[src/agrc_pkg.sv]
// Shared constants and types for the access grant range checker.
`timescale 1ns / 1ps
package agrc_pkg;

  localparam int PORT_ENTRIES   = 8;
  localparam int MEM_ENTRIES    = 8;
  localparam int VECTOR_ENTRIES = 8;
  localparam int ADDR_WIDTH     = 32;

  localparam int FIELD_W = 32;
  localparam int AW      = (ADDR_WIDTH < FIELD_W) ? ADDR_WIDTH : FIELD_W;
  localparam int VEC_W   = 8;

  localparam int PORT_CW = $clog2(PORT_ENTRIES + 1);
  localparam int MEM_CW  = $clog2(MEM_ENTRIES + 1);
  localparam int VEC_CW  = $clog2(VECTOR_ENTRIES + 1);

  localparam logic [2:0] MODE_ADD_PORT = 3'd0;
  localparam logic [2:0] MODE_ADD_MEM  = 3'd1;
  localparam logic [2:0] MODE_ADD_VEC  = 3'd2;
  localparam logic [2:0] MODE_CHK_PORT = 3'd3;
  localparam logic [2:0] MODE_CHK_MEM  = 3'd4;
  localparam logic [2:0] MODE_CHK_VEC  = 3'd5;

  localparam logic [1:0] ST_OK   = 2'd0;
  localparam logic [1:0] ST_DENY = 2'd1;
  localparam logic [1:0] ST_FULL = 2'd2;

  typedef struct packed {
    logic tok;
    logic hit;
  } link_t;

endpackage

[src/agrc_range_cell.sv]
// One range entry of a grant chain: holds start and length, tests the passing query.
`timescale 1ns / 1ps
module agrc_range_cell
  import agrc_pkg::*;
(
  input  logic          clk,
  input  logic          rst,
  input  logic          wr_en,
  input  logic [AW-1:0] wr_start,
  input  logic [AW-1:0] wr_len,
  input  logic          live,
  input  logic [AW-1:0] q_addr,
  input  logic [AW-1:0] q_size,
  input  link_t         link_in,
  output link_t         link_out
);

  logic [AW-1:0] start;
  logic [AW-1:0] len;
  logic [AW:0]   acc_end;
  logic [AW:0]   rng_end;
  logic          match;

  assign acc_end = {1'b0, q_addr} + {1'b0, q_size};
  assign rng_end = {1'b0, start} + {1'b0, len};
  assign match   = live && (q_addr >= start) && (acc_end <= rng_end);

  always_ff @(posedge clk) begin
    if (wr_en) begin
      start <= wr_start;
      len   <= wr_len;
    end
  end

  always_ff @(posedge clk) begin
    if (rst) begin
      link_out.tok <= 1'b0;
    end else begin
      link_out.tok <= link_in.tok;
    end
    link_out.hit <= link_in.hit || (link_in.tok && match);
  end

endmodule

[config.mk]
export PLATFORM = sky130hd
export DESIGN_NAME = agrc_range_cell
export DESIGN_NICKNAME = d
export VERILOG_FILES = /design/src/agrc_pkg.sv /design/src/agrc_range_cell.sv
export SDC_FILE = /design/constraint.sdc
export NUM_CORES = 1
export LEC_CHECK = 0
export BUFFER_PORTS_ARGS = -buffer_cell sky130_fd_sc_hd__buf_2
export CELL_PAD_IN_SITES_DETAIL_PLACEMENT = 0
export CELL_PAD_IN_SITES_GLOBAL_PLACEMENT = 2
export CORE_ASPECT_RATIO = 0.7
export CORE_MARGIN = 3
export CORE_UTILIZATION = 35
export CTS_BUF_LIST = sky130_fd_sc_hd__clkbuf_4 sky130_fd_sc_hd__clkbuf_8 sky130_fd_sc_hd__clkbuf_16
export DETAILED_ROUTE_END_ITERATION = 8
export PLACE_DENSITY = 0.79
export SYNTH_ARGS = -nofsm -noshare
export SYNTH_HDL_FRONTEND = slang
export SYNTH_SLANG_ARGS = --single-unit
[constraint.sdc]
create_clock -name clk -period 7.9 [get_ports clk]
set_input_delay 1.185 -clock clk [delete_from_list [all_inputs] [get_ports clk]]
set_output_delay 1.185 -clock clk [all_outputs]
set_load 0.01 [all_outputs]
==> metrics <==
PD cells 191.0 mW/mm²; antenna-violating nets left 0; Synth Register Bits 66; Synth-to-Final Area Change 18.92%; Max Clock Freq between 200 and 250 MHz; # clock sinks between 60 and 70; post-synth top area share 28.13%; Post-synth top cells ha_1, a21o_1, a21oi_1, edfxtp_1, inv_1; VDD IR max between 0.0001 and 0.00015 V; simple-gate share of the synthesized area a little under an eighth; Synth async-reset ratio 0%; WL per Instance around 18 µm; Slowest cell on crit path fa_1; critical path type primary input to flip-flop; IO Count 136; clock transition at the registers of the reported paths 0.07 ns; IO Port Bufs 135; GR Util All Layers 18.80%; Post-Syn Area between 0.006 and 0.007 mm²; Critical Path Start Type primary input; initial antenna violation count 0; CORE AREA approximately 0.019 mm²; CP bufs+invs 2; drt via density 5.294; hold-fix buffers at CTS 0; DP HPWL about 17,000 µm; syn_nets 979; largest net degree at the start of global routing 65; HP Class flip-flop to flip-flop; EDFF count, synth 64; fill count 1,939; complex-gate fraction of the synthesized area 24.45%; post-synthesis xor/xnor area fraction 7.051%; Initial DRC Count 368; post-synthesis mux area share less than 1%; Data required, critical path 8.18 ns; largest family of logic cells by synthesized area compound AO/OA/AOI/OAI gates; minimum clock period 4.588 ns; router iterations before antenna repair 5; Worst Slack Setup Final 3.312 ns; post_cts resized 0; YS warnings 0; layout cell share with drive strength beyond 1 20.26%; nets@finish ~1,100; # diodes 0; crit path cell chain buf_2 -> ha_1 -> inv_1 -> fa_1 -> nand2b_1 -> a21oi_1 -> o2111ai_2 -> a31oi_2 -> a21o_1 -> nand3_1 -> a311oi_2 -> xor2_1 -> ha_1 -> a21oi_1 -> nor2b_1 -> o21ai_0 -> o211ai_1 -> a221o_1 -> a2bb2oi_1; post-synthesis sequential area ratio about 29%; Initial Util between 30 and 40%; crit path DAT 4.87 ns; die width 173.0 µm; FF-to-FF path depth 18; ys flop type edfxtp_1; Worst Path Max Fanout 4; Final Cell Area 0.008124 mm²; CP endpoint kind flip-flop; maxcap violations 0; Root Buffer clkbuf_16; slew margin rel. a little over two fifths; CTS Buf Count 9; most area-hungry cell type in the Yosys netlist edfxtp_1; grt ovf 0; Die Height 122.9 µm; outcome finished clean; CP delay by family, top compound AO/OA/AOI/OAI gates; vias in the first global route about 5,800; via count 5,919; Final GP Congestion 0.8524; Total Wirelength between 15,000 and 20,000 µm; leakage 3.954 nW; DRC 0; adder-cell share of the synthesized area 24.21%; Post-Syn Area per Cell 9.568 µm²; placed inst area between 0.007 and 0.008 mm²; worst-skew pair later-pin latency 0.35 ns; clk buf depth 2; most frequent cell after synthesis ha_1; pre-CTS setup slack around 3 ns; crit share post-route 58.07%; die area ~0.021 mm²; H-tree lvl count 3; first-pass GRT wire length about 31,000 µm; unrepaired setup endpoints after global routing no; Final Max Slew Viols 0; TNS Setup 0 ns; row cnt 42; CTS tree yes; Post-Syn Instances 714; Synth cell types 65; synth top area cells edfxtp_1, ha_1, a21o_1, a21oi_1, xnor2_1; Worst Clk Skew 0.006720 ns; Hold Crit Depth 5; Critical Path Max Stage Delay 0.39 ns; slew of the pin with the lowest slew margin between 0.8 and 0.9 ns; Fin. Hold Viols 0; post-CTS setup buffer count 0; critical path depth in cells 19; final setup vio count 0
state kept, by name, indices dropped and copies added (netlist names):
name and cells:
len 32, link_out 2, start 32
cells in the final DEF (no fill, tap or decap), drive strengths merged, types with 2 or more instances in the layout:
cell type  Yosys  layout
a311oi         3       3
o31ai          4       4
a211o          4       4
a2111oi        4       4
nand4         22      22
a21oi         67      67
a31oi          9       9
buf            1     136
o2111ai        5       5
and4           3       3
nand3         14      14
nor3           9       9
nor2b          7       7
o21a           6       6
a21boi         4       4
inv           49      52
o211ai         6       6
clkbuf        11       9
a21o          70      70
and2           6       6
nor4           4       4
or2            2       2
o21ai         33      33
a211oi         9       9
nand2b        11      11
xor2          22      22
o21bai         7       7
nor2          39      39
fa             2       2
a31o           2       2
edfxtp        64      64
bufinv         0       2
mux2i          3       3
ha           129     129
and3           2       2
dfxtp          2       2
nand2         32      32
xnor2         33      33
per-stage QoR:
step,utilization (%),hold slack (ns),instances,power (mW)
floorplan,-,0.8211,714,0.8983
global placement,41.00,0.8995,1102,1.079
detailed placement,41.00,0.9255,1102,1.094
CTS,42.71,0.9458,1118,1.568
global route,42.71,0.9655,1118,1.669
finish,42.71,0.9325,1118,1.552
report_power, final:
group | internal, mW | leakage (nW) | total, mW | switching (mW)
Combinational | 0.289 | 3.16 | 0.663 | 0.374
Clock | 0.280 | 0.156 | 0.458 | 0.178
Sequential | 0.416 | 0.643 | 0.431 | 0.0148
Total | 0.984 | 3.95 | 1.55 | 0.567
area by class of cell:
cell class              count  area [µm²]  area share, %
multi-input cells         587        4639          57.11
repair buffers            136       683.2          8.409
inverters                  49       183.9          2.264
flip-flops and latches     66        1962          24.15
clock inverters             7       100.1          1.232
well taps                 264       330.3          4.066
clock buffers               9       225.2          2.772
worst register-to-register path: stages (launching register included):
cell and delay (ns):
edfxtp_1 0.36, ha_1 0.20, inv_1 0.06, fa_1 0.41, nor2b_1 0.18, o2111ai_1 0.24, a21o_1 0.26, a211o_1 0.30
a21boi_2 0.23, o31a_2 0.23, nor4bb_1 0.07, a211oi_1 0.47, ha_1 0.36, a21o_1 0.16, a21o_1 0.16, a21oi_1 0.14
o211ai_1 0.10, a221o_1 0.27, a2bb2oi_1 0.14
cell families after synthesis:
kind of cell,count (synthesis)
compound gates,243
xor+xnor,55
fa+ha+maj,131
buf+inv,61
flops,66
mux,3
simple gates,155
layer usage:
metal | vias to the layer above | track usage [%] | wire (µm)
met1 | 2755 | 29.43 | 10950
met3 | 16 | 4.113 | 1081
li1 | 2968 | - | -
met4 | 0 | 4.909 | 275
met5 | - | 0 | 0
met2 | 180 | 25.65 | 7527
worst paths after layout:
kind | startpoint | to | slack, ns
setup reg to reg | start[0]$_DFFE_PP_ | link_out[0]$_DFF_P_ | 3.48
setup / recovery | q_addr[0] | link_out[0]$_DFF_P_ | 3.31
hold reg to reg | start[31]$_DFFE_PP_ | link_out[0]$_DFF_P_ | 0.93
hold / removal | start[31]$_DFFE_PP_ | link_out[0]$_DFF_P_ | 0.93
(Power assumes the default switching activity.)
